==> src/hdl/frqg_pkg.sv <==
// shared types and constants for the frame rate quality governor
`timescale 1ns / 1ps

package frqg_pkg;

    // sliding window geometry
    localparam int WINDOW_DEPTH = 32;
    localparam int HEAD_W       = $clog2(WINDOW_DEPTH);
    localparam int COUNT_W      = $clog2(WINDOW_DEPTH + 1);
    localparam int RATE_W       = 14;
    localparam int SUM_W        = RATE_W + COUNT_W;
    localparam int BAND_W       = 12;
    localparam int PROD_W       = BAND_W + COUNT_W;

    localparam int TIMER_W      = 16;
    localparam int LEVEL_W      = 3;
    localparam int CFG_ADDR_W   = 3;
    localparam int CFG_DATA_W   = 16;

    // quality level codes
    localparam logic [LEVEL_W-1:0] LVL_LOW    = 3'd0;
    localparam logic [LEVEL_W-1:0] LVL_MEDIUM = 3'd1;
    localparam logic [LEVEL_W-1:0] LVL_HIGH   = 3'd2;
    localparam logic [LEVEL_W-1:0] LVL_ULTRA  = 3'd3;
    localparam logic [LEVEL_W-1:0] LVL_CUSTOM = 3'd4;

    // item kinds
    localparam logic [1:0] KIND_TICK  = 2'd0;
    localparam logic [1:0] KIND_RATE  = 2'd1;
    localparam logic [1:0] KIND_FORCE = 2'd2;

    // register indexes
    localparam logic [CFG_ADDR_W-1:0] REG_AUTO_ENABLE = 3'd0;
    localparam logic [CFG_ADDR_W-1:0] REG_TARGET_RATE = 3'd1;
    localparam logic [CFG_ADDR_W-1:0] REG_THRESHOLD   = 3'd2;
    localparam logic [CFG_ADDR_W-1:0] REG_INTERVAL    = 3'd3;
    localparam logic [CFG_ADDR_W-1:0] REG_COOLDOWN    = 3'd4;

    // register limits and reset values, 4 fractional bits: target Q8.4, threshold Q5.4
    localparam logic [11:0] TARGET_MIN   = 12'd480;
    localparam logic [11:0] TARGET_MAX   = 12'd2304;
    localparam logic [11:0] TARGET_RESET = 12'd960;
    localparam logic [8:0]  THR_MIN      = 9'd16;
    localparam logic [8:0]  THR_MAX      = 9'd480;
    localparam logic [8:0]  THR_RESET    = 9'd80;
    localparam logic [TIMER_W-1:0] INTERVAL_RESET = 16'd100;
    localparam logic [TIMER_W-1:0] COOLDOWN_RESET = 16'd2000;
    localparam logic [TIMER_W-1:0] TIMER_MAX      = 16'hFFFF;

    typedef struct packed {
        logic [1:0]         kind;
        logic [RATE_W-1:0]  frame_rate;
        logic [LEVEL_W-1:0] forced_level;
    } in_word_t;

    typedef struct packed {
        logic [LEVEL_W-1:0] level;
        logic               level_changed;
        logic [LEVEL_W-1:0] previous_level;
        logic [15:0]        adjustments;
        logic [5:0]         samples_held;
    } out_word_t;

endpackage

==> src/hdl/frame_rate_quality_governor.sv <==
// frame rate quality governor top level
`timescale 1ns / 1ps

// Takes one word per clock while the output is not stalled and returns one result
// word per input word: an input register, then the window update and level
// decision in one pass into the output register. The window sum is kept
// running, and the oldest sample is prefetched from the sample memory into a
// register, so back-to-back reports are taken at the same rate as other words;
// the two small band multiplies and the sum compare set the clock path.
// Configuration takes effect at the write edge and must happen while idle.
// The sample memory needs no clearing: entries are read only after the window
// has filled.
module frame_rate_quality_governor
    import frqg_pkg::*;
(
    input  logic                  clk,
    input  logic                  rst_n,
    input  logic                  in_valid,
    output logic                  in_ready,
    input  in_word_t              in_word,
    output logic                  out_valid,
    input  logic                  out_ready,
    output out_word_t             out_word,
    input  logic                  cfg_write,
    input  logic [CFG_ADDR_W-1:0] cfg_addr,
    input  logic [CFG_DATA_W-1:0] cfg_data
);

    // configuration
    logic                  auto_enable_reg;
    logic [11:0]           target_reg;
    logic [8:0]            thr_reg;
    logic [BAND_W-1:0]     band_lo_reg;
    logic [BAND_W-1:0]     band_hi_reg;
    logic [TIMER_W-1:0]    interval_reg;
    logic [TIMER_W-1:0]    cooldown_reg;

    // governor state
    logic [LEVEL_W-1:0]    level_reg, level_next;
    logic [HEAD_W-1:0]     head_reg, head_next;
    logic [COUNT_W-1:0]    count_reg, count_next;
    logic [SUM_W-1:0]      sum_reg, sum_next;
    logic [TIMER_W-1:0]    tss_reg, tss_next;
    logic [TIMER_W-1:0]    tsa_reg, tsa_next;
    logic [15:0]           adj_reg, adj_next;

    // pipeline
    logic                  in_valid_reg;
    in_word_t              in_word_reg;
    logic                  out_valid_reg;
    out_word_t             out_word_reg, out_word_next;

    // sample memory with prefetched oldest entry
    logic [RATE_W-1:0]     ring [WINDOW_DEPTH];
    logic [RATE_W-1:0]     oldest_reg;
    logic                  push;

    logic                  advance;
    logic                  process;
    logic [11:0]           target_new;
    logic [8:0]            thr_new;
    logic                  clear_window;
    logic [PROD_W-1:0]     lower;
    logic [PROD_W-1:0]     upper;
    logic                  stepped;

    assign advance  = !out_valid_reg || out_ready;
    assign in_ready = !in_valid_reg || advance;
    assign process  = in_valid_reg && advance;

    assign out_valid = out_valid_reg;
    assign out_word  = out_word_reg;

    // register clamping
    always_comb
    begin
        if (cfg_data[11:0] < TARGET_MIN)
            target_new = TARGET_MIN;
        else if (cfg_data[11:0] > TARGET_MAX)
            target_new = TARGET_MAX;
        else
            target_new = cfg_data[11:0];

        if (cfg_data[8:0] < THR_MIN)
            thr_new = THR_MIN;
        else if (cfg_data[8:0] > THR_MAX)
            thr_new = THR_MAX;
        else
            thr_new = cfg_data[8:0];
    end

    assign clear_window = cfg_write && (cfg_addr == REG_AUTO_ENABLE) && cfg_data[0];

    // one pass of the governor over the registered word
    always_comb
    begin
        level_next = level_reg;
        head_next  = head_reg;
        count_next = count_reg;
        sum_next   = sum_reg;
        tss_next   = tss_reg;
        tsa_next   = tsa_reg;
        adj_next   = adj_reg;
        push       = 1'b0;
        stepped    = 1'b0;
        lower      = '0;
        upper      = '0;

        if (process)
        begin
            case (in_word_reg.kind)
                KIND_TICK:
                begin
                    if (tss_reg != TIMER_MAX)
                        tss_next = tss_reg + 1'b1;
                    if (tsa_reg != TIMER_MAX)
                        tsa_next = tsa_reg + 1'b1;
                end
                KIND_RATE:
                begin
                    if (auto_enable_reg)
                    begin
                        if (tss_reg >= interval_reg)
                        begin
                            push     = 1'b1;
                            tss_next = '0;
                            // full window drops the oldest sample
                            if (count_reg >= COUNT_W'(WINDOW_DEPTH))
                                sum_next = sum_reg - SUM_W'(oldest_reg)
                                         + SUM_W'(in_word_reg.frame_rate);
                            else
                            begin
                                sum_next   = sum_reg + SUM_W'(in_word_reg.frame_rate);
                                count_next = count_reg + 1'b1;
                            end
                            if (head_reg == HEAD_W'(WINDOW_DEPTH - 1))
                                head_next = '0;
                            else
                                head_next = head_reg + 1'b1;
                        end

                        lower = PROD_W'(band_lo_reg) * PROD_W'(count_next);
                        upper = PROD_W'(band_hi_reg) * PROD_W'(count_next);

                        if (count_next >= COUNT_W'(WINDOW_DEPTH / 2)
                            && tsa_reg >= cooldown_reg)
                        begin
                            if (level_reg != LVL_LOW && sum_next < SUM_W'(lower))
                            begin
                                // custom is left alone
                                if (level_reg != LVL_CUSTOM && level_reg <= LVL_ULTRA)
                                begin
                                    level_next = level_reg - 1'b1;
                                    stepped    = 1'b1;
                                end
                            end
                            else if (level_reg < LVL_ULTRA && sum_next > SUM_W'(upper))
                            begin
                                level_next = level_reg + 1'b1;
                                stepped    = 1'b1;
                            end
                        end

                        if (stepped)
                        begin
                            tsa_next = '0;
                            if (adj_reg != 16'hFFFF)
                                adj_next = adj_reg + 1'b1;
                        end
                    end
                end
                KIND_FORCE:
                begin
                    if (in_word_reg.forced_level <= LVL_CUSTOM)
                        level_next = in_word_reg.forced_level;
                end
                default:
                begin
                    level_next = level_reg;
                end
            endcase
        end

        if (clear_window)
        begin
            head_next  = '0;
            count_next = '0;
            sum_next   = '0;
            tss_next   = '0;
            tsa_next   = '0;
        end

        out_word_next.level          = level_next;
        out_word_next.level_changed  = (level_next != level_reg);
        out_word_next.previous_level = level_reg;
        out_word_next.adjustments    = adj_next;
        out_word_next.samples_held   = 6'(count_next);
    end

    always_ff @(posedge clk or negedge rst_n)
    begin
        if (!rst_n)
        begin
            auto_enable_reg <= 1'b0;
            target_reg      <= TARGET_RESET;
            thr_reg         <= THR_RESET;
            band_lo_reg     <= TARGET_RESET - BAND_W'(THR_RESET);
            band_hi_reg     <= TARGET_RESET + BAND_W'(THR_RESET);
            interval_reg    <= INTERVAL_RESET;
            cooldown_reg    <= COOLDOWN_RESET;
            level_reg       <= LVL_HIGH;
            head_reg        <= '0;
            count_reg       <= '0;
            sum_reg         <= '0;
            tss_reg         <= '0;
            tsa_reg         <= '0;
            adj_reg         <= '0;
            in_valid_reg    <= 1'b0;
            out_valid_reg   <= 1'b0;
        end
        else
        begin
            if (cfg_write)
            begin
                unique case (cfg_addr)
                    REG_AUTO_ENABLE: auto_enable_reg <= cfg_data[0];
                    REG_TARGET_RATE:
                    begin
                        target_reg  <= target_new;
                        band_lo_reg <= target_new - BAND_W'(thr_reg);
                        band_hi_reg <= target_new + BAND_W'(thr_reg);
                    end
                    REG_THRESHOLD:
                    begin
                        thr_reg     <= thr_new;
                        band_lo_reg <= target_reg - BAND_W'(thr_new);
                        band_hi_reg <= target_reg + BAND_W'(thr_new);
                    end
                    REG_INTERVAL:    interval_reg <= cfg_data;
                    REG_COOLDOWN:    cooldown_reg <= cfg_data;
                    default:         auto_enable_reg <= auto_enable_reg;
                endcase
            end

            level_reg <= level_next;
            head_reg  <= head_next;
            count_reg <= count_next;
            sum_reg   <= sum_next;
            tss_reg   <= tss_next;
            tsa_reg   <= tsa_next;
            adj_reg   <= adj_next;

            if (in_ready)
                in_valid_reg <= in_valid;

            if (process)
                out_valid_reg <= 1'b1;
            else if (out_ready)
                out_valid_reg <= 1'b0;
        end
    end

    // payload registers
    always_ff @(posedge clk)
    begin
        if (in_ready)
            in_word_reg <= in_word;
        if (process)
            out_word_reg <= out_word_next;
    end

    // sample memory: write at head, keep the entry at the next head ready
    always_ff @(posedge clk)
    begin
        if (push)
            ring[head_reg] <= in_word_reg.frame_rate;
        oldest_reg <= ring[head_next];
    end

endmodule

==> config.mk <==
export PLATFORM = sky130hd
export DESIGN_NAME = frame_rate_quality_governor
export DESIGN_NICKNAME = d
export VERILOG_FILES = /design/src/hdl/frqg_pkg.sv /design/src/hdl/frame_rate_quality_governor.sv
export SDC_FILE = /design/constraint.sdc
export NUM_CORES = 2
export LEC_CHECK = 0
export ABC_AREA = 0
export BUFFER_PORTS_ARGS = -buffer_cell sky130_fd_sc_hd__buf_2
export CORE_ASPECT_RATIO = 0.75
export CORE_UTILIZATION = 64
export DETAILED_ROUTE_END_ITERATION = 10
export PLACE_DENSITY = 0.88
export SLEW_MARGIN = 10
export SYNTH_ARGS = -nofsm -noshare
export SYNTH_HDL_FRONTEND = slang
export SYNTH_SLANG_ARGS = --single-unit
==> constraint.sdc <==
create_clock -name clk -period 10.5 [get_ports clk]
set_input_delay 2.1 -clock clk [delete_from_list [all_inputs] [get_ports clk]]
set_output_delay 2.1 -clock clk [all_outputs]
set_load 0.01 [all_outputs]
==> flow_summary.json <==
{
  "insertion_delay_ns": 0.63,
  "synth_top_area_share": 0.399,
  "synth_cells": 3303,
  "synth_edf_count": 496,
  "post_cts_buffers": 0,
  "rr_worst_depth": 38,
  "critPathBufInv": 4,
  "endpoint": "out_word[21]$_DFFE_PP_",
  "p_leak_nw": 16.6,
  "critPathLaunchType": "register",
  "hold_class": "reg -> reg",
  "critPathLaunch": "interval_reg[5]$_DFFE_PN1P_",
  "drc": 0,
  "core-area_sq_um": 57500,
  "synth_top_family_by_area": "simple AND/OR/NAND/NOR gates",
  "synthAdderAreaFrac": 0.125,
  "irDropWorstVdd_v": 0.000191,
  "avgViaCountPerCell": 6.27,
  "setup_viol": 0,
  "routed_wl_mm": 90.9,
  "grt_pass1_vias": 25700,
  "synth-seq-cells": 671,
  "critPathMaxStageDelay_ns": 0.55,
  "clock_sinks": 671,
  "max_freq_ghz": 0.105,
  "period_needed_ns": 9.48,
  "worstReg2RegEnd": "out_word[21]$_DFFE_PP_",
  "clock_skew_ns": 0.0302,
  "dp_hpwl_mm": 59.2,
  "drt_iter0_markers": 3237,
  "synth_nets": 3658,
  "status": "complete, no violations",
  "largest_register_ffs": 448,
  "worst-slew-pin-transition_ns": 1.27,
  "gp_congestion": 0.942,
  "synth-async-reset-ratio": 0.240,
  "synth_area_leaders": "edfxtp_1, dfrtp_1, ha_1",
  "vias": 26400,
  "syn_area_sq_um": 37300,
  "drive_above_1_share": 0.113,
  "die_y_microns": 211,
  "port_buffers": 73,
  "worstSetupPathType": "reg -> reg",
  "yosys.area_share.simple": 0.130,
  "arrival_ns": 9.85,
  "yosys.area.top_type": "edfxtp_1",
  "grt_overflow_total": 0,
  "rsz0062_at_grt": "no",
  "maxSlewViolCount": 0,
  "htreeDepth": 3,
  "cts_tree": "done",
  "io_pins": 74,
  "min_period_over_period": 0.903,
  "antenna_found_initial": 8,
  "cts_root_buffer": "clkbuf_16",
  "die_w_microns": 281,
  "drt-pass1-iter-count": 6,
  "r2r_start": "interval_reg[5]$_DFFE_PN1P_",
  "wl_per_cell_microns": 21.5,
  "synthXorXnorAreaFrac": 0.0211,
  "synth_compound_area_frac": 0.103,
  "cp.depth": 38,
  "cts_hold_buffers": 0,
  "grt_pass1_wl_mm": 142,
  "setup_tns_ns": 0,
  "nets": 3737,
  "relSlewSlack": 0.149,
  "areaGrowthSynthToFinish_pct": 9.72,
  "synth_mux_area_frac": 0.0604,
  "synth_cell_type_count": 91,
  "grt_max_degree": 79,
  "syn_area_per_cell_sq_um": 11.3,
  "crit_path_top_delay_cell": "fa_1",
  "synth_top_flop_cell": "edfxtp_1",
  "cap_violations": 0,
  "initial_core_util": 0.649,
  "postCtsResizedCells": 0,
  "required_ns": 10.87,
  "synth_seq_area_share": 0.515,
  "clk_pin_slew_ns": 0.06,
  "hold_viol": 0,
  "crit_family": "compound AO/OA/AOI/OAI gates",
  "rrSetupSlack_ns": 1.02,
  "synth_warnings": 0,
  "crit_fanout": 24,
  "placement_rows": 76,
  "powerDensity_nw_per_um2": 203,
  "dieArea_sq_um": 59300,
  "cts_max_path_buffers": 3,
  "hold_slack_ns": 0.486,
  "ant_nets": 0,
  "grt_use_total": 0.309,
  "end_kind": "register",
  "numCtsBuffers": 68
}
report_power, final:
group | internal, W | switching, W | leakage (nW)
registers | 0.00304 | 0.000170 | 6.60
clock network | 0.00136 | 0.00107 | 1.10
logic | 0.00108 | 0.00159 | 8.90
total | 0.00548 | 0.00283 | 16.6
cells in the mapped netlist, drive strengths merged, types with 7 or more instances:
cell type and count:
xnor2 53, a21oi 157, nand3b 9, o311ai 15, o21a 22, o21ai 160, a21o 44, or3 15
fa 101, a31oi 20, edfxtp 496, o21bai 16, nor3 49, ha 211, dfrtp 138, buf 43
inv 310, dfxtp 14, nand4 20, and2 120, xor2 37, dfstp 23, o31ai 17, clkbuf 91
mux2i 122, nor4 11, and3 75, nor2b 19, o211ai 7, nor2 154, nand3 48, a211oi 20
mux2 34, a311oi 59, nand2b 25, mux4 28, nand2 446
cells by family after synthesis:
logic type      count (synthesis)
compound gates                585
xor+xnor                       90
fa+ha+maj                     312
buf+inv                       444
flops                         671
mux                           184
simple gates                 1017
layer usage:
| metal | track usage | vias up | wire [microns] |
|---|---|---|---|
| li1 | - | 11800 | - |
| met1 | 0.446 | 12900 | 37300 |
| met2 | 0.462 | 1477 | 40400 |
| met3 | 0.0828 | 206 | 10800 |
| met4 | 0.0927 | 14 | 2240 |
| met5 | 0 | - | 101 |
metrics by stage:
| step | setup WS [ns] | power [W] | area (sq um) | utilization | cells |
|---|---|---|---|---|---|
| after floorplan | 1.79 | 0.00515 | 37300 | - | 3303 |
| after global placement | 1.27 | 0.00573 | 38700 | 0.673 | 4092 |
| after global routing | 0.267 | 0.00876 | 41000 | 0.712 | 4217 |
| after detailed placement | 1.10 | 0.00583 | 38700 | 0.673 | 4092 |
| after CTS | 1.05 | 0.00828 | 41000 | 0.712 | 4216 |
| final | 1.02 | 0.00831 | 41000 | 0.712 | 4219 |
cell usage in the layout, fill, tap and decap left out, types with 37 or more instances in the layout:
| cell type | synthesis | final |
|---|---|---|
| nor3_1 | 49 | 49 |
| nand3_1 | 47 | 47 |
| edfxtp_1 | 496 | 496 |
| fa_1 | 101 | 101 |
| and2_1 | 120 | 119 |
| buf_4 | 2 | 70 |
| a21o_1 | 44 | 43 |
| dfrtp_1 | 138 | 138 |
| o21ai_0 | 151 | 149 |
| nor2_1 | 154 | 149 |
| xor2_1 | 37 | 37 |
| nand2_1 | 445 | 444 |
| and3_1 | 75 | 75 |
| xnor2_1 | 53 | 53 |
| buf_2 | 26 | 72 |
| a21oi_1 | 154 | 152 |
| ha_1 | 211 | 211 |
| mux2i_1 | 119 | 119 |
| a311oi_1 | 58 | 58 |
| inv_1 | 309 | 308 |
| clkbuf_16 | 0 | 68 |
worst min-delay path, stage by stage, from the launching register on:
cell and delay, ns:
dfstp_2 0.37, nand2_1 0.04, o21ai_0 0.07
cell type report:
type                    instances  area, sq um
flip-flops and latches        671        19200
fillers                      3717        16600
multi-input cells            2188        16400
clock buffers                  83         1790
inverters                     310         1170
well taps                     780          976
repair buffers                143          897
clock inverters                41          462
diodes                          3         7.51
how the worst min path moves through the flow:
stage               cells after the start                   startpoint  slack (ns)                           to
detailed placement                      2  interval_reg[8]$_DFFE_PN0P_        0.48  interval_reg[8]$_DFFE_PN0P_
CTS                                     2  interval_reg[8]$_DFFE_PN0P_        0.49  interval_reg[8]$_DFFE_PN0P_
global placement                        2  interval_reg[7]$_DFFE_PN0P_        0.47  interval_reg[7]$_DFFE_PN0P_
global route                            2  interval_reg[8]$_DFFE_PN0P_        0.52  interval_reg[8]$_DFFE_PN0P_
finish                                  2  interval_reg[6]$_DFFE_PN1P_        0.49  interval_reg[6]$_DFFE_PN1P_
floorplan                               2  interval_reg[7]$_DFFE_PN0P_        0.45  interval_reg[7]$_DFFE_PN0P_
(Power assumes the default switching activity.)
